--- src/hw/rtl/ring_masked_hsv_color_classifier_defines.svh ---
// Assertion macros shared by the classifier RTL.
`ifndef RING_MASKED_HSV_COLOR_CLASSIFIER_DEFINES_SVH
`define RING_MASKED_HSV_COLOR_CLASSIFIER_DEFINES_SVH

// Same-cycle implication, sampled on clock, off during reset.
`define HSVC_ASSERT_NOW(label, ante, cons) \
   label: assert property (@(posedge clock) disable iff (reset) (ante) |-> (cons)) \
      else $error("hsvc same-cycle check failed");

// Next-cycle implication, sampled on clock, off during reset.
`define HSVC_ASSERT_NEXT(label, ante, cons) \
   label: assert property (@(posedge clock) disable iff (reset) (ante) |=> (cons)) \
      else $error("hsvc next-cycle check failed");

`endif

--- src/hw/rtl/hsvc_pkg.sv ---
// Shared constants and types of the ring-masked HSV color classifier.
`timescale 1ns / 1ps
package hsvc_pkg;

   localparam int COORD_BITS = 10;
   localparam int SQ_BITS    = 2 * COORD_BITS;
   localparam int DIST_BITS  = SQ_BITS + 1;
   localparam int CHAN_BITS  = 8;

   localparam int REQ_BITS       = 2 * COORD_BITS + 3 * CHAN_BITS;
   localparam int REQ_TDATA_BITS = ((REQ_BITS + 7) / 8) * 8;
   localparam int RSP_BITS       = 2 + 3 * CHAN_BITS;
   localparam int RSP_TDATA_BITS = ((RSP_BITS + 7) / 8) * 8;

   localparam int REG_INDEX_BITS = 3;
   localparam int CSR_ADDR_BITS  = REG_INDEX_BITS + 2;
   localparam int CSR_DATA_BITS  = 32;

   localparam logic [REG_INDEX_BITS-1:0] REG_HUE_LOW    = 3'd0;
   localparam logic [REG_INDEX_BITS-1:0] REG_HUE_HIGH   = 3'd1;
   localparam logic [REG_INDEX_BITS-1:0] REG_SAT_BOUNDS = 3'd2;
   localparam logic [REG_INDEX_BITS-1:0] REG_VAL_BOUNDS = 3'd3;
   localparam logic [REG_INDEX_BITS-1:0] REG_CENTER_X   = 3'd4;
   localparam logic [REG_INDEX_BITS-1:0] REG_CENTER_Y   = 3'd5;
   localparam logic [REG_INDEX_BITS-1:0] REG_INNER_R    = 3'd6;
   localparam logic [REG_INDEX_BITS-1:0] REG_OUTER_R    = 3'd7;

   // Divider operands: 255*2*df + mx and 2*h*df + df both stay below 2^17.
   localparam int DIV_NUM_BITS        = 17;
   localparam int DIV_DEN_BITS        = 9;
   localparam int QUO_BITS            = 8;
   localparam int DIV_STEPS_PER_STAGE = 2;
   localparam int DIV_STAGES          = QUO_BITS / DIV_STEPS_PER_STAGE;

   // Stage 0: min/max and deltas, stage 1: squares and divider operands,
   // then the divider stages, then the output register.
   localparam int DIV_FIRST   = 2;
   localparam int DIV_LAST    = DIV_FIRST + DIV_STAGES - 1;
   localparam int PIPE_STAGES = DIV_LAST + 2;
   localparam int OUT_STAGE   = PIPE_STAGES - 1;

   localparam logic [CHAN_BITS-1:0] HUE_TOP  = 8'd179;
   localparam logic [CHAN_BITS-1:0] HUE_WRAP = 8'd180;

   typedef struct packed {
      logic [CHAN_BITS-1:0]  hue_low;
      logic [CHAN_BITS-1:0]  hue_high;
      logic [CHAN_BITS-1:0]  sat_min;
      logic [CHAN_BITS-1:0]  sat_max;
      logic [CHAN_BITS-1:0]  val_min;
      logic [CHAN_BITS-1:0]  val_max;
      logic [COORD_BITS-1:0] center_x;
      logic [COORD_BITS-1:0] center_y;
      logic [COORD_BITS-1:0] inner_r;
      logic [COORD_BITS-1:0] outer_r;
   } cfg_type;

   typedef struct packed {
      logic [DIV_NUM_BITS-1:0] s_num;
      logic [DIV_DEN_BITS-1:0] s_den;
      logic [DIV_NUM_BITS-1:0] h_num;
      logic [DIV_DEN_BITS-1:0] h_den;
      logic [CHAN_BITS-1:0]    val;
      logic                    s_zero;
      logic                    h_zero;
   } prep_type;

   typedef struct packed {
      logic [CHAN_BITS-1:0] val;
      logic                 s_zero;
      logic                 h_zero;
      logic                 in_ring;
   } side_type;

endpackage

--- src/hw/rtl/hsvc_csr.sv ---
// Configuration register file behind the APB-style port.
`timescale 1ns / 1ps
module hsvc_csr import hsvc_pkg::*; (
   input  logic                     clock,
   input  logic                     reset,
   input  logic                     csr_psel,
   input  logic                     csr_penable,
   input  logic                     csr_pwrite,
   input  logic [CSR_ADDR_BITS-1:0] csr_paddr,
   input  logic [CSR_DATA_BITS-1:0] csr_pwdata,
   output logic [CSR_DATA_BITS-1:0] csr_prdata,
   output logic                     csr_pready,
   output cfg_type                  cfg
);

   localparam int RST_CENTER_X = 320;
   localparam int RST_CENTER_Y = 240;
   localparam int RST_OUTER_R  = 1023;

   logic [CHAN_BITS-1:0]   hue_low_ff, hue_high_ff;
   logic [2*CHAN_BITS-1:0] sat_bounds_ff, val_bounds_ff;
   logic [COORD_BITS-1:0]  center_x_ff, center_y_ff, inner_r_ff, outer_r_ff;

   logic                      wr_w;
   logic [REG_INDEX_BITS-1:0] index_w;

   assign csr_pready = 1'b1;
   assign wr_w       = csr_psel && csr_penable && csr_pwrite && csr_pready;
   assign index_w    = csr_paddr[CSR_ADDR_BITS-1:2];

   always_ff @(posedge clock) begin
      if (reset) begin
         hue_low_ff    <= '0;
         hue_high_ff   <= HUE_TOP;
         sat_bounds_ff <= 16'hFF00;
         val_bounds_ff <= 16'hFF00;
         center_x_ff   <= COORD_BITS'(RST_CENTER_X);
         center_y_ff   <= COORD_BITS'(RST_CENTER_Y);
         inner_r_ff    <= '0;
         outer_r_ff    <= COORD_BITS'(RST_OUTER_R);
      end else if (wr_w) begin
         case (index_w)
            REG_HUE_LOW:    hue_low_ff    <= csr_pwdata[CHAN_BITS-1:0];
            REG_HUE_HIGH:   hue_high_ff   <= csr_pwdata[CHAN_BITS-1:0];
            REG_SAT_BOUNDS: sat_bounds_ff <= csr_pwdata[2*CHAN_BITS-1:0];
            REG_VAL_BOUNDS: val_bounds_ff <= csr_pwdata[2*CHAN_BITS-1:0];
            REG_CENTER_X:   center_x_ff   <= csr_pwdata[COORD_BITS-1:0];
            REG_CENTER_Y:   center_y_ff   <= csr_pwdata[COORD_BITS-1:0];
            REG_INNER_R:    inner_r_ff    <= csr_pwdata[COORD_BITS-1:0];
            REG_OUTER_R:    outer_r_ff    <= csr_pwdata[COORD_BITS-1:0];
            default: ;
         endcase
      end
   end

   always_comb begin
      case (index_w)
         REG_HUE_LOW:    csr_prdata = CSR_DATA_BITS'(hue_low_ff);
         REG_HUE_HIGH:   csr_prdata = CSR_DATA_BITS'(hue_high_ff);
         REG_SAT_BOUNDS: csr_prdata = CSR_DATA_BITS'(sat_bounds_ff);
         REG_VAL_BOUNDS: csr_prdata = CSR_DATA_BITS'(val_bounds_ff);
         REG_CENTER_X:   csr_prdata = CSR_DATA_BITS'(center_x_ff);
         REG_CENTER_Y:   csr_prdata = CSR_DATA_BITS'(center_y_ff);
         REG_INNER_R:    csr_prdata = CSR_DATA_BITS'(inner_r_ff);
         REG_OUTER_R:    csr_prdata = CSR_DATA_BITS'(outer_r_ff);
         default:        csr_prdata = '0;
      endcase
   end

   always_comb begin
      cfg.hue_low  = hue_low_ff;
      cfg.hue_high = hue_high_ff;
      cfg.sat_min  = sat_bounds_ff[CHAN_BITS-1:0];
      cfg.sat_max  = sat_bounds_ff[2*CHAN_BITS-1:CHAN_BITS];
      cfg.val_min  = val_bounds_ff[CHAN_BITS-1:0];
      cfg.val_max  = val_bounds_ff[2*CHAN_BITS-1:CHAN_BITS];
      cfg.center_x = center_x_ff;
      cfg.center_y = center_y_ff;
      cfg.inner_r  = inner_r_ff;
      cfg.outer_r  = outer_r_ff;
   end

endmodule

--- src/hw/rtl/hsvc_ring.sv ---
// Ring membership: center distance, squares and radius compare.
`timescale 1ns / 1ps
module hsvc_ring import hsvc_pkg::*; (
   input  logic                  clock,
   input  logic [1:0]            stage_en,
   input  logic [COORD_BITS-1:0] pix_col,
   input  logic [COORD_BITS-1:0] pix_row,
   input  cfg_type               cfg,
   output logic                  in_ring
);

   logic [COORD_BITS-1:0] dx_ff, dy_ff, dx_in, dy_in;
   logic [SQ_BITS-1:0]    sqx_ff, sqy_ff, ro2_ff, ri2_ff;
   logic [DIST_BITS-1:0]  dist_w;

   assign dx_in = (pix_col >= cfg.center_x) ? pix_col - cfg.center_x : cfg.center_x - pix_col;
   assign dy_in = (pix_row >= cfg.center_y) ? pix_row - cfg.center_y : cfg.center_y - pix_row;

   always_ff @(posedge clock) begin
      if (stage_en[0]) begin
         dx_ff <= dx_in;
         dy_ff <= dy_in;
      end
      if (stage_en[1]) begin
         sqx_ff <= SQ_BITS'(dx_ff) * SQ_BITS'(dx_ff);
         sqy_ff <= SQ_BITS'(dy_ff) * SQ_BITS'(dy_ff);
         ro2_ff <= SQ_BITS'(cfg.outer_r) * SQ_BITS'(cfg.outer_r);
         ri2_ff <= SQ_BITS'(cfg.inner_r) * SQ_BITS'(cfg.inner_r);
      end
   end

   // Inner edge is exclusive, outer edge inclusive.
   assign dist_w  = DIST_BITS'(sqx_ff) + DIST_BITS'(sqy_ff);
   assign in_ring = (dist_w <= DIST_BITS'(ro2_ff)) && (dist_w > DIST_BITS'(ri2_ff));

endmodule

--- src/hw/rtl/hsvc_prep.sv ---
// HSV front end: max, min, hue sector and the divider operands.
`timescale 1ns / 1ps
module hsvc_prep import hsvc_pkg::*; (
   input  logic                 clock,
   input  logic [1:0]           stage_en,
   input  logic [CHAN_BITS-1:0] blue_in,
   input  logic [CHAN_BITS-1:0] green_in,
   input  logic [CHAN_BITS-1:0] red_in,
   output prep_type             prep
);

   localparam logic [1:0] SEL_RED   = 2'd0;
   localparam logic [1:0] SEL_GREEN = 2'd1;
   localparam logic [1:0] SEL_BLUE  = 2'd2;

   logic [CHAN_BITS-1:0] mx_in, mn_in, df_in, p_w, q_w, mag_in;
   logic [1:0]           sel_in;
   logic                 neg_in;

   logic [CHAN_BITS-1:0] mx_ff, df_ff, mag_ff;
   logic [1:0]           sel_ff;
   logic                 neg_ff;

   logic [DIV_NUM_BITS-1:0] base_w, term_w, full_w, n_w;
   prep_type                prep_ff, prep_in;

   always_comb begin
      mx_in = red_in;
      if (green_in > mx_in) mx_in = green_in;
      if (blue_in > mx_in) mx_in = blue_in;
      mn_in = red_in;
      if (green_in < mn_in) mn_in = green_in;
      if (blue_in < mn_in) mn_in = blue_in;
      df_in = mx_in - mn_in;
      // Red wins ties, then green.
      if (mx_in == red_in) begin
         sel_in = SEL_RED;
         p_w    = green_in;
         q_w    = blue_in;
      end else if (mx_in == green_in) begin
         sel_in = SEL_GREEN;
         p_w    = blue_in;
         q_w    = red_in;
      end else begin
         sel_in = SEL_BLUE;
         p_w    = red_in;
         q_w    = green_in;
      end
      neg_in = p_w < q_w;
      mag_in = neg_in ? q_w - p_w : p_w - q_w;
   end

   always_ff @(posedge clock) begin
      if (stage_en[0]) begin
         mx_ff  <= mx_in;
         df_ff  <= df_in;
         mag_ff <= mag_in;
         sel_ff <= sel_in;
         neg_ff <= neg_in;
      end
   end

   // Half-degree hue times df, folded into 0 .. 180*df.
   always_comb begin
      case (sel_ff)
         SEL_RED:   base_w = '0;
         SEL_GREEN: base_w = DIV_NUM_BITS'(df_ff) * DIV_NUM_BITS'(60);
         SEL_BLUE:  base_w = DIV_NUM_BITS'(df_ff) * DIV_NUM_BITS'(120);
         default:   base_w = '0;
      endcase
      term_w = DIV_NUM_BITS'(mag_ff) * DIV_NUM_BITS'(30);
      full_w = DIV_NUM_BITS'(df_ff) * DIV_NUM_BITS'(180);
      if (!neg_ff) n_w = base_w + term_w;
      else if (base_w >= term_w) n_w = base_w - term_w;
      else n_w = base_w + full_w - term_w;

      prep_in.s_num  = DIV_NUM_BITS'(df_ff) * DIV_NUM_BITS'(510) + DIV_NUM_BITS'(mx_ff);
      prep_in.s_den  = {mx_ff, 1'b0};
      prep_in.h_num  = {n_w[DIV_NUM_BITS-2:0], 1'b0} + DIV_NUM_BITS'(df_ff);
      prep_in.h_den  = {df_ff, 1'b0};
      prep_in.val    = mx_ff;
      prep_in.s_zero = (mx_ff == '0);
      prep_in.h_zero = (df_ff == '0);
   end

   always_ff @(posedge clock) begin
      if (stage_en[1]) prep_ff <= prep_in;
   end

   assign prep = prep_ff;

endmodule

--- src/hw/rtl/hsvc_div.sv ---
// Pipelined restoring divider, two quotient bits per stage.
`timescale 1ns / 1ps
module hsvc_div import hsvc_pkg::*; (
   input  logic                    clock,
   input  logic [DIV_STAGES-1:0]   stage_en,
   input  logic [DIV_NUM_BITS-1:0] num,
   input  logic [DIV_DEN_BITS-1:0] den,
   output logic [QUO_BITS-1:0]     quo
);

   logic [DIV_NUM_BITS-1:0] rem_ff [DIV_STAGES-1];
   logic [DIV_DEN_BITS-1:0] den_ff [DIV_STAGES-1];
   logic [QUO_BITS-1:0]     quo_ff [DIV_STAGES];

   for (genvar k = 0; k < DIV_STAGES; k++) begin : g_stage
      logic [DIV_NUM_BITS-1:0] rem_src, rem_in, trial_w;
      logic [DIV_DEN_BITS-1:0] den_src;
      logic [QUO_BITS-1:0]     quo_src, quo_in;

      if (k == 0) begin : g_first
         assign rem_src = num;
         assign den_src = den;
         assign quo_src = '0;
      end else begin : g_next
         assign rem_src = rem_ff[k-1];
         assign den_src = den_ff[k-1];
         assign quo_src = quo_ff[k-1];
      end

      // Quotient fits in QUO_BITS, so the top shift never overflows.
      always_comb begin
         rem_in  = rem_src;
         quo_in  = quo_src;
         trial_w = '0;
         for (int j = 0; j < DIV_STEPS_PER_STAGE; j++) begin
            trial_w = DIV_NUM_BITS'(den_src) << (QUO_BITS - 1 - k * DIV_STEPS_PER_STAGE - j);
            if (rem_in >= trial_w) begin
               rem_in = rem_in - trial_w;
               quo_in = quo_in | (QUO_BITS'(1) << (QUO_BITS - 1 - k * DIV_STEPS_PER_STAGE - j));
            end
         end
      end

      always_ff @(posedge clock) begin
         if (stage_en[k]) quo_ff[k] <= quo_in;
      end

      if (k < DIV_STAGES - 1) begin : g_carry
         always_ff @(posedge clock) begin
            if (stage_en[k]) begin
               rem_ff[k] <= rem_in;
               den_ff[k] <= den_src;
            end
         end
      end
   end

   assign quo = quo_ff[DIV_STAGES-1];

endmodule

--- src/hw/rtl/ring_masked_hsv_color_classifier.sv ---
// One pixel accepted per clock unless a full pipeline is held by a low rsp_tready.
// Pipeline: min/max and center deltas, squares and divider operands, four divider
// stages of two quotient bits each for hue and saturation, then bound tests.
// Each stage stalls only when it and every stage after it are full and rsp_tready is low.
// Reset clears all stage valid bits and loads the register defaults.
`timescale 1ns / 1ps
`include "ring_masked_hsv_color_classifier_defines.svh"
module ring_masked_hsv_color_classifier import hsvc_pkg::*; (
   input  logic                      clock,
   input  logic                      reset,
   // req_tdata, low bit up: pix_col, pix_row, blue_in, green_in, red_in, zero pad
   input  logic                      req_tvalid,
   output logic                      req_tready,
   input  logic [REQ_TDATA_BITS-1:0] req_tdata,
   // rsp_tdata, low bit up: color_match, inside_ring, hue_out, sat_out, val_out, zero pad
   output logic                      rsp_tvalid,
   input  logic                      rsp_tready,
   output logic [RSP_TDATA_BITS-1:0] rsp_tdata,
   input  logic                      csr_psel,
   input  logic                      csr_penable,
   input  logic                      csr_pwrite,
   input  logic [CSR_ADDR_BITS-1:0]  csr_paddr,
   input  logic [CSR_DATA_BITS-1:0]  csr_pwdata,
   output logic [CSR_DATA_BITS-1:0]  csr_prdata,
   output logic                      csr_pready
);

   cfg_type  cfg;
   prep_type prep;
   logic     inside_w;

   logic [PIPE_STAGES-1:0] vld_ff, vld_in, en_w;
   side_type               side_ff [DIV_STAGES];
   side_type               side_in, side_last;

   logic [QUO_BITS-1:0]  s_quo, h_quo;
   logic [CHAN_BITS-1:0] h_sel_w, hue_in, sat_in, val_in;
   logic                 hue_ok_w, match_in;

   logic                 match_ff, inside_out_ff;
   logic [CHAN_BITS-1:0] hue_ff, sat_ff, val_ff;

   hsvc_csr u_csr (
      .clock       (clock),
      .reset       (reset),
      .csr_psel    (csr_psel),
      .csr_penable (csr_penable),
      .csr_pwrite  (csr_pwrite),
      .csr_paddr   (csr_paddr),
      .csr_pwdata  (csr_pwdata),
      .csr_prdata  (csr_prdata),
      .csr_pready  (csr_pready),
      .cfg         (cfg)
   );

   // Advance a stage when it is empty or the stage after it advances.
   always_comb begin
      en_w[OUT_STAGE] = !vld_ff[OUT_STAGE] || rsp_tready;
      for (int i = OUT_STAGE - 1; i >= 0; i--) begin
         en_w[i] = !vld_ff[i] || en_w[i+1];
      end
      vld_in[0] = en_w[0] ? req_tvalid : vld_ff[0];
      for (int i = 1; i < PIPE_STAGES; i++) begin
         vld_in[i] = en_w[i] ? vld_ff[i-1] : vld_ff[i];
      end
   end

   always_ff @(posedge clock) begin
      if (reset) vld_ff <= '0;
      else vld_ff <= vld_in;
   end

   assign req_tready = en_w[0];

   hsvc_ring u_ring (
      .clock    (clock),
      .stage_en (en_w[1:0]),
      .pix_col  (req_tdata[COORD_BITS-1:0]),
      .pix_row  (req_tdata[2*COORD_BITS-1:COORD_BITS]),
      .cfg      (cfg),
      .in_ring  (inside_w)
   );

   hsvc_prep u_prep (
      .clock    (clock),
      .stage_en (en_w[1:0]),
      .blue_in  (req_tdata[2*COORD_BITS+CHAN_BITS-1:2*COORD_BITS]),
      .green_in (req_tdata[2*COORD_BITS+2*CHAN_BITS-1:2*COORD_BITS+CHAN_BITS]),
      .red_in   (req_tdata[2*COORD_BITS+3*CHAN_BITS-1:2*COORD_BITS+2*CHAN_BITS]),
      .prep     (prep)
   );

   hsvc_div u_sat_div (
      .clock    (clock),
      .stage_en (en_w[DIV_LAST:DIV_FIRST]),
      .num      (prep.s_num),
      .den      (prep.s_den),
      .quo      (s_quo)
   );

   hsvc_div u_hue_div (
      .clock    (clock),
      .stage_en (en_w[DIV_LAST:DIV_FIRST]),
      .num      (prep.h_num),
      .den      (prep.h_den),
      .quo      (h_quo)
   );

   // Sideband travels beside the divider stages.
   always_comb begin
      side_in.val     = prep.val;
      side_in.s_zero  = prep.s_zero;
      side_in.h_zero  = prep.h_zero;
      side_in.in_ring = inside_w;
   end

   for (genvar k = 0; k < DIV_STAGES; k++) begin : g_side
      if (k == 0) begin : g_head
         always_ff @(posedge clock) begin
            if (en_w[DIV_FIRST]) side_ff[0] <= side_in;
         end
      end else begin : g_tail
         always_ff @(posedge clock) begin
            if (en_w[DIV_FIRST+k]) side_ff[k] <= side_ff[k-1];
         end
      end
   end

   assign side_last = side_ff[DIV_STAGES-1];

   // A pixel outside the ring is black: hue, saturation and value all zero.
   always_comb begin
      h_sel_w = side_last.h_zero ? '0 : h_quo;
      hue_in  = (h_sel_w >= HUE_WRAP) ? h_sel_w - HUE_WRAP : h_sel_w;
      sat_in  = side_last.s_zero ? '0 : s_quo;
      val_in  = side_last.val;
      if (!side_last.in_ring) begin
         hue_in = '0;
         sat_in = '0;
         val_in = '0;
      end
      if (cfg.hue_low > cfg.hue_high)
         hue_ok_w = (hue_in <= cfg.hue_high) || (hue_in >= cfg.hue_low && hue_in <= HUE_TOP);
      else
         hue_ok_w = (hue_in >= cfg.hue_low) && (hue_in <= cfg.hue_high);
      match_in = hue_ok_w
                 && (sat_in >= cfg.sat_min) && (sat_in <= cfg.sat_max)
                 && (val_in >= cfg.val_min) && (val_in <= cfg.val_max);
   end

   always_ff @(posedge clock) begin
      if (en_w[OUT_STAGE]) begin
         match_ff      <= match_in;
         inside_out_ff <= side_last.in_ring;
         hue_ff        <= hue_in;
         sat_ff        <= sat_in;
         val_ff        <= val_in;
      end
   end

   assign rsp_tvalid = vld_ff[OUT_STAGE];
   assign rsp_tdata  = {(RSP_TDATA_BITS - RSP_BITS)'(0),
                        val_ff, sat_ff, hue_ff, inside_out_ff, match_ff};

   `HSVC_ASSERT_NOW(a_outside_black, vld_ff[OUT_STAGE] && !inside_out_ff, hue_ff == '0 && sat_ff == '0 && val_ff == '0)
   `HSVC_ASSERT_NOW(a_hue_range, vld_ff[OUT_STAGE], hue_ff <= HUE_TOP)
   `HSVC_ASSERT_NOW(a_dark_no_color, vld_ff[OUT_STAGE] && val_ff == '0, hue_ff == '0 && sat_ff == '0)
   `HSVC_ASSERT_NOW(a_ready_only_when_full, !req_tready, &vld_ff)
   `HSVC_ASSERT_NEXT(a_div_stall_holds, vld_ff[DIV_FIRST] && !en_w[DIV_FIRST], vld_ff[DIV_FIRST])

endmodule

--- config.mk ---
export PLATFORM = sky130hd
export DESIGN_NAME = ring_masked_hsv_color_classifier
export DESIGN_NICKNAME = d
export VERILOG_FILES = /design/src/hw/rtl/hsvc_pkg.sv /design/src/hw/rtl/hsvc_csr.sv /design/src/hw/rtl/hsvc_ring.sv /design/src/hw/rtl/hsvc_prep.sv /design/src/hw/rtl/hsvc_div.sv /design/src/hw/rtl/ring_masked_hsv_color_classifier.sv
export VERILOG_INCLUDE_DIRS = /design/src /design/src/hw/rtl
export SDC_FILE = /design/constraint.sdc
export NUM_CORES = 2
export LEC_CHECK = 0
export BUFFER_PORTS_ARGS = -buffer_cell sky130_fd_sc_hd__buf_4
export CAP_MARGIN = 20
export CELL_PAD_IN_SITES_DETAIL_PLACEMENT = 0
export CELL_PAD_IN_SITES_GLOBAL_PLACEMENT = 2
export CORE_UTILIZATION = 42
export DETAILED_ROUTE_END_ITERATION = 8
export PLACE_DENSITY_LB_ADDON = 0.1
export SLEW_MARGIN = 20
export SYNTH_ARGS = -nofsm -noshare
export SYNTH_HDL_FRONTEND = slang
export SYNTH_SLANG_ARGS = --single-unit
--- constraint.sdc ---
create_clock -name clock -period 8.65 [get_ports clock]
set_input_delay 0 -clock clock [delete_from_list [all_inputs] [get_ports clock]]
set_output_delay 0 -clock clock [all_outputs]
set_load 0.1 [all_outputs]
# After elaboration in Yosys (flattened, before gate mapping)
# Memory sizes are Yosys's and may differ from the RTL's.
# Cells that the tools add are included.
[word_totals] ff_bits=300 ramBits=264 out_inout_bits=67 elab_cells=224 mem_count=7
[mem_list] memory="u_hue_div.rem_ff" words=3 width=17 rd=3 rd_ports_with_merged_regs=0 write_ports=3 line_no="hsvc_div.sv:11" text="logic [DIV_NUM_BITS-1:0] rem_ff [DIV_STAGES-1];"
[mem_list] memory="u_sat_div.rem_ff" words=3 width=17 rd=3 rd_ports_with_merged_regs=0 write_ports=3 line_no="hsvc_div.sv:11"
[mem_list] memory="side_ff" words=4 width=11 rd=4 rd_ports_with_merged_regs=0 write_ports=4 line_no="ring_masked_hsv_color_classifier.sv:33" text="side_type side_ff [DIV_STAGES];"
[mem_list] memory="u_hue_div.quo_ff" words=4 width=8 rd=4 rd_ports_with_merged_regs=0 write_ports=4 line_no="hsvc_div.sv:13" text="logic [QUO_BITS-1:0] quo_ff [DIV_STAGES];"
[mem_list] memory="u_sat_div.quo_ff" words=4 width=8 rd=4 rd_ports_with_merged_regs=0 write_ports=4 line_no="hsvc_div.sv:13"
[mem_list] memory="u_hue_div.den_ff" words=3 width=9 rd=3 rd_ports_with_merged_regs=0 write_ports=3 line_no="hsvc_div.sv:12" text="logic [DIV_DEN_BITS-1:0] den_ff [DIV_STAGES-1];"
[mem_list] memory="+1 memories"
[classes] add_sub_neg=29 multipliers=9 order_cmp=35 n_eq_ne=11 n_mux=61 reduce_logical=35
[ops] operator="32-bit one-hot mux with 8 select lines" count=1
[ops] operator="17-bit 2-to-1 mux" count=14
[ops] operator="8-bit 2-to-1 mux" count=17
[ops] operator="10-bit by 10-bit multiplier with 20-bit output" count=4
[ops] operator="10-bit subtractor" count=4
[ops] operator="8-bit by 4-bit multiplier with 12-bit output (second input constant)" count=3
[ops] operator="17-bit by 8-bit adder with 17-bit output" count=2
[ops] operator="17-bit by 10-bit greater-or-equal comparator with 1-bit output" count=2
[ops] operator="17-bit by 11-bit greater-or-equal comparator with 1-bit output" count=2
[ops] operator="17-bit by 12-bit greater-or-equal comparator with 1-bit output" count=2
[ops] operator="17-bit by 13-bit greater-or-equal comparator with 1-bit output" count=2
[ops] operator="17-bit by 14-bit greater-or-equal comparator with 1-bit output" count=2
[ops] operator="17-bit by 15-bit greater-or-equal comparator with 1-bit output" count=2
[ops] operator="17-bit by 16-bit greater-or-equal comparator with 1-bit output" count=2
[ops] operator="17-bit by 9-bit greater-or-equal comparator with 1-bit output" count=2
[ops] operator="17-bit by 10-bit subtractor with 17-bit output" count=2
[ops] operator="17-bit by 11-bit subtractor with 17-bit output" count=2
[ops] operator="17-bit by 12-bit subtractor with 17-bit output" count=2
[ops] operator="17-bit by 13-bit subtractor with 17-bit output" count=2
[ops] operator="17-bit by 14-bit subtractor with 17-bit output" count=2
[ops] operator="17-bit by 15-bit subtractor with 17-bit output" count=2
[ops] operator="17-bit by 16-bit subtractor with 17-bit output" count=2
[ops] operator="16-bit 2-to-1 mux" count=2
[ops] operator="15-bit one-hot mux with 2 select lines" count=1
[ops] operator="other kinds (39)" count=102

# Depth between registers and ports, before layout
# An unclocked memory read counts as a cell.
[logic_depth] depth_word=13 mapped_depth=37

# Hierarchy
# From an unflattened synthesis, not the netlist that was laid out.
[unflattened] cells_unflattened=5296 area_unflattened_um2=51658.3
[modules_own_cells] module="hsvc_ring" n_inst=1 cells_each=1715 area_per_inst_um2=16699.8
[modules_own_cells] module="hsvc_prep" n_inst=1 cells_each=1289 area_per_inst_um2=11932.7
[modules_own_cells] module="hsvc_div at u_hue_div" n_inst=1 cells_each=733 area_per_inst_um2=7435.9
[modules_own_cells] module="hsvc_div at u_sat_div" n_inst=1 cells_each=709 area_per_inst_um2=7387.1
[modules_own_cells] module="hsvc_csr" n_inst=1 cells_each=515 area_per_inst_um2=4165.2
[modules_own_cells] module="ring_masked_hsv_color_classifier" n_inst=1 cells_each=335 area_per_inst_um2=4037.6

# Least setup slack after synthesis
# No wires, ideal clock.
[synth_timing] path_type="register -> register" startpoint="register u_prep.df_ff[0]" endpoint="register u_prep.prep_ff, in the netlist u_prep.prep[34], data pin" setup_time_ns=0.258 arrival_time_ns=6.717 required_time_ns=8.392 path_slack_ns=1.675 path_stages_with_launch=36 path_buffers=1 period_less_slack_ns=6.975 path_cell_list="edfxtp_1 -> fa_1 -> xor2_1 -> ha_1 -> nand2b_1 -> ha_1 -> a21oi_1 -> and2_1 -> nor2b_1 -> o21ai_0 -> nand2b_1 -> a21o_1 -> a21oi_1 -> xnor2_1 -> a22oi_1 -> inv_1 -> ha_1 -> or2_2 -> nor3_1 -> nand3_1 -> o2111ai_4 -> or2_4 -> buf_6 -> nand2_1 -> a31oi_1 -> ha_1 -> a21o_1 -> a21oi_1 -> o21bai_1 -> a21oi_1 -> nor2b_1 -> nor2_1 -> a31oi_1 -> and4_1 -> nor2b_1 -> xnor2_1"
[synth_rtl] item="from (decl)" line_no="hsvc_prep.sv:20" text="logic [CHAN_BITS-1:0] mx_ff, df_ff, mag_ff;"
[synth_rtl] item="from (signal assigned)" line_no="hsvc_prep.sv:56" text="df_ff <= df_in;"
[synth_rtl] item="to (signal assigned)" line_no="hsvc_prep.sv:87" text="if (stage_en[1]) prep_ff <= prep_in;"
[synth_rtl] item="to (decl)" line_no="hsvc_prep.sv:25" text="prep_type prep_ff, prep_in;"

==> summary.md <==
| Metric | Value |
|---|---|
| Routed WL per cell | `18.0 um` |
| Initial DRC count | `1643` |
| Distinct cells, synth | `93` |
| DR vias | `34700` |
| Final setup violation count | `0` |
| DRT antenna net count | `0` |
| Layout Skew | `0.0399 ns` |
| Seq/Total Area, Yosys | `28.7%` |
| I/O pin cnt | `159` |
| Asr flop ratio synth | `0%` |
| Post-Syn Area | `0.0485 mm^2` |
| Clock Tree Root | `clkbuf_16` |
| Unrepaired setup endpoints after global routing | `false` |
| Initial antenna violation count | `3` |
| Max transition margin | `30.6%` |
| TNS Setup | `0 ns` |
| Grt total ovfl | `0` |
| Worst setup path endpoint | `u_prep.prep[34]` |
| Hold WC Path Type | `input port to flop` |
| RR Endpoint | `u_prep.prep[34]` |
| Max-Cap Viols | `0` |
| Critical path type | `flop to flop` |
| Largest net degree at the start of global routing | `80` |
| Clk pin slew, worst setup/hold paths | `0.06 ns` |
| CP startpoint | `u_prep.df_ff[0]` |
| CP Capture Type | `flop` |
| Fmax | `129 MHz` |
| CTS tree | `yes` |
| H-Tree Depth | `2` |
| Crit-path leading delay family | `compound AO/OA/AOI/OAI gates` |
| Yosys Warn Count | `0` |
| Die width | `342 um` |
| Outcome | `complete, no violations` |
| Slowest stage cell, crit path | `fa_1` |
| Clk_lat worst skew | `0.67 ns` |
| Clk buf depth | `3` |
| Critical path data required time | `9.04 ns` |
| Post-CTS Resized | `0` |
| Final Cycle Share | `89.3%` |
| Crit path max fanout | `13` |
| Initial core utilization | `42.4%` |
| Share of cells above drive strength 1 | `7.10%` |
| Final wirelength | `121000 um` |
| Routed vias/inst | `5.15` |
| Vias in the first global route | `34500` |
| Router iterations before antenna repair | `7` |
| Dpl hpwl | `98400 um` |
| Filler Cell Count | `11000` |
| Residual DRC | `0` |
| First-pass GRT wire length | `194000 um` |
| Port bufs | `113` |
| GR Util All Layers | `21.0%` |
| Worst stage delay on the critical path | `0.69 ns` |
| Nets | `6207` |
| Reg-to-Reg Start | `u_prep.df_ff[0]` |
| Ys flop type | `edfxtp_1` |
| Max-slew violations | `0` |
| Worst-case reg-to-reg path depth | `34` |
| WP buf/inv | `1` |
| Sink Count | `494` |
| Die area | `0.117 mm^2` |
| WP depth | `34` |
| Post-synth EDFFs | `399` |
| Row Count | `124` |
| Height of the die | `342 um` |
| Crit path time final | `7.73 ns` |
| Design Area, Final | `0.0532 mm^2` |
| Flop2flop setup slack | `0.92 ns` |
| Tightest Pin Transition | `1.04 ns` |
| Hold_ws | `0.0435 ns` |
| Critical path startpoint category | `flop` |
| Cells after Synth | `5069` |
| Arr. time, crit path | `8.11 ns` |
| Synth Register Bits | `494` |
| GP Congestion | `0.848` |
| TritonCTS Buffers | `57` |
| Final Hold Viols | `0` |
| Core ar. | `0.114 mm^2` |
| Area grow syn2layout | `9.78%` |
| DP Area | `0.0509 mm^2` |
| Avg Cell Area, Syn | `9.56 um^2` |
## worst min path at each step
stage / from / to / cells past startpoint
after detailed placement: csr_pwdata[12] / u_csr.sat_bounds_ff[12] / 2
after floorplan: csr_pwdata[8] / u_csr.center_x_ff[8] / 1
final: req_tdata[1] / u_ring.dx_ff[1] / 3
after global placement: csr_pwdata[12] / u_csr.sat_bounds_ff[12] / 2
after CTS: req_tdata[17] / u_ring.dy_ff[7] / 4
after global routing: req_tdata[1] / u_ring.dx_ff[1] / 3
## logic make-up (layout without fill, tap and decap cells)
| logic type | after synthesis | count (layout) | synth area share, % |
|---|---|---|---|
| xor gates and xnor gates | 303 | 303 | 5.48 |
| DFF | 494 | 494 | 28.7 |
| and+or+nand+nor | 1256 | 1256 | 13.0 |
| other | 2 | 25 | 0.0155 |
| AOI/OAI and AO/OA | 983 | 983 | 13.1 |
| buffers and inverters | 916 | 1053 | 7.35 |
| adders and majority gates | 935 | 935 | 28.4 |
| muxes | 180 | 180 | 4.03 |
## flip-flops by register name, summed over array words and instances, names as in the netlist, 10 cells and up
signal	flops
u_csr.val_bounds_ff	16
u_sat_div.rem_ff	51
u_ring.dy_ff	10
u_ring.sqy_ff	19
u_ring.ro2_ff	19
u_ring.ri2_ff	19
u_ring.sqx_ff	19
u_csr.center_x_ff	10
u_csr.center_y_ff	10
u_csr.outer_r_ff	10
side_ff	39
u_sat_div.quo_ff	20
u_hue_div.rem_ff	51
u_prep.prep	49
u_csr.inner_r_ff	10
u_csr.sat_bounds_ff	16
u_hue_div.quo_ff	20
u_hue_div.den_ff	18
u_ring.dx_ff	10
## stage by stage
| step | cells | setup slack [ns] | util [%] |
|---|---|---|---|
| 3_5_place_dp | 6593 | 0.901 | 44.5 |
| 4_1_cts | 6739 | 0.865 | 46.5 |
| 6_report | 6741 | 0.924 | 46.5 |
| 5_1_grt | 6739 | 0.261 | 46.5 |
| 2_1_floorplan | 5090 | 1.67 | - |
| 3_3_place_gp | 6593 | 1.05 | 44.5 |
## Yosys cell counts, drive strengths merged (19+ instances only)
cell type  instances  share of area, %
a221oi            20              0.41
nand4             51              0.67
nand3             64              0.67
mux2i            100               2.1
nand2            301               2.3
mux2              76               1.8
fa               277                11
ha               658                17
buf               45              0.58
xor2             108               2.0
a21oi            320               3.3
xnor2            195               3.5
and3              26              0.34
nor4              21              0.27
a21boi            24              0.37
and2             138               1.8
clkbuf           110              0.87
a21o             113               1.8
o31ai             24              0.38
a211oi            25              0.40
inv              761               5.9
o21bai            42              0.65
edfxtp           399                25
nor2             308               2.4
nand2b            78               1.0
a211o             41              0.74
dfxtp             95               3.9
nor3              70              0.76
o21ai            217               2.2
o21a              35              0.54
or3               26              0.34
nor2b            114               1.5
or2               19              0.25
## tightest hold or removal path, cell delays in order
cell	delay, ns
buf_4	0.10
fa_1	0.16
mux2i_1	0.19
## routing by layer
layer / up-vias / part of all wire (%) / track usage [%]
li1: 17600 / - / -
met1: 16500 / 49 / 30.2
met2: 534 / 45 / 34.2
met3: 96 / 3.4 / 2.11
met4: 2 / 1.7 / 4.08
met5: - / 0.011 / 0
## timing repair
action | CTS | global route
endpoints found under the setup margin | 0 | 0
setup buffers | 0 | 0
hold buffers | 40 | 0
endpoints found under the hold margin | 108 | 0
## final cells by class
cell class | instances | area (um^2) | area share [%]
Multi-Input combinational cell | 3680 | 31100 | 58.5
Inverter | 761 | 2860 | 5.37
Sequential cell | 494 | 13900 | 26.1
Timing Repair Buffer | 186 | 1500 | 2.81
Clock inverter | 38 | 448 | 0.842
Antenna cell | 2 | 5.00 | 0.00941
Tap cell | 1512 | 1890 | 3.56
Clock buffer | 68 | 1490 | 2.80
## cell usage in the layout (no fill, tap or decap), drive strengths merged, types with 23 or more instances in the layout
cell and count:
a211o 41, a211oi 25, a21boi 24, a21o 113, a21oi 320, and2 138
and3 26, buf 146, clkbuf 68, conb 23, dfxtp 95, dlygate4sd3 40
edfxtp 399, fa 277, ha 658, inv 765, mux2 76, mux2i 100
nand2 301, nand2b 78, nand3 64, nand4 51, nor2 308, nor2b 114
nor3 70, o21a 35, o21ai 217, o21bai 42, o31ai 24, or3 26
xnor2 195, xor2 108
Power is left out: the tool's default activity adds up to more than one toggle a clock period on the data nets, which glitch-free logic cannot reach.
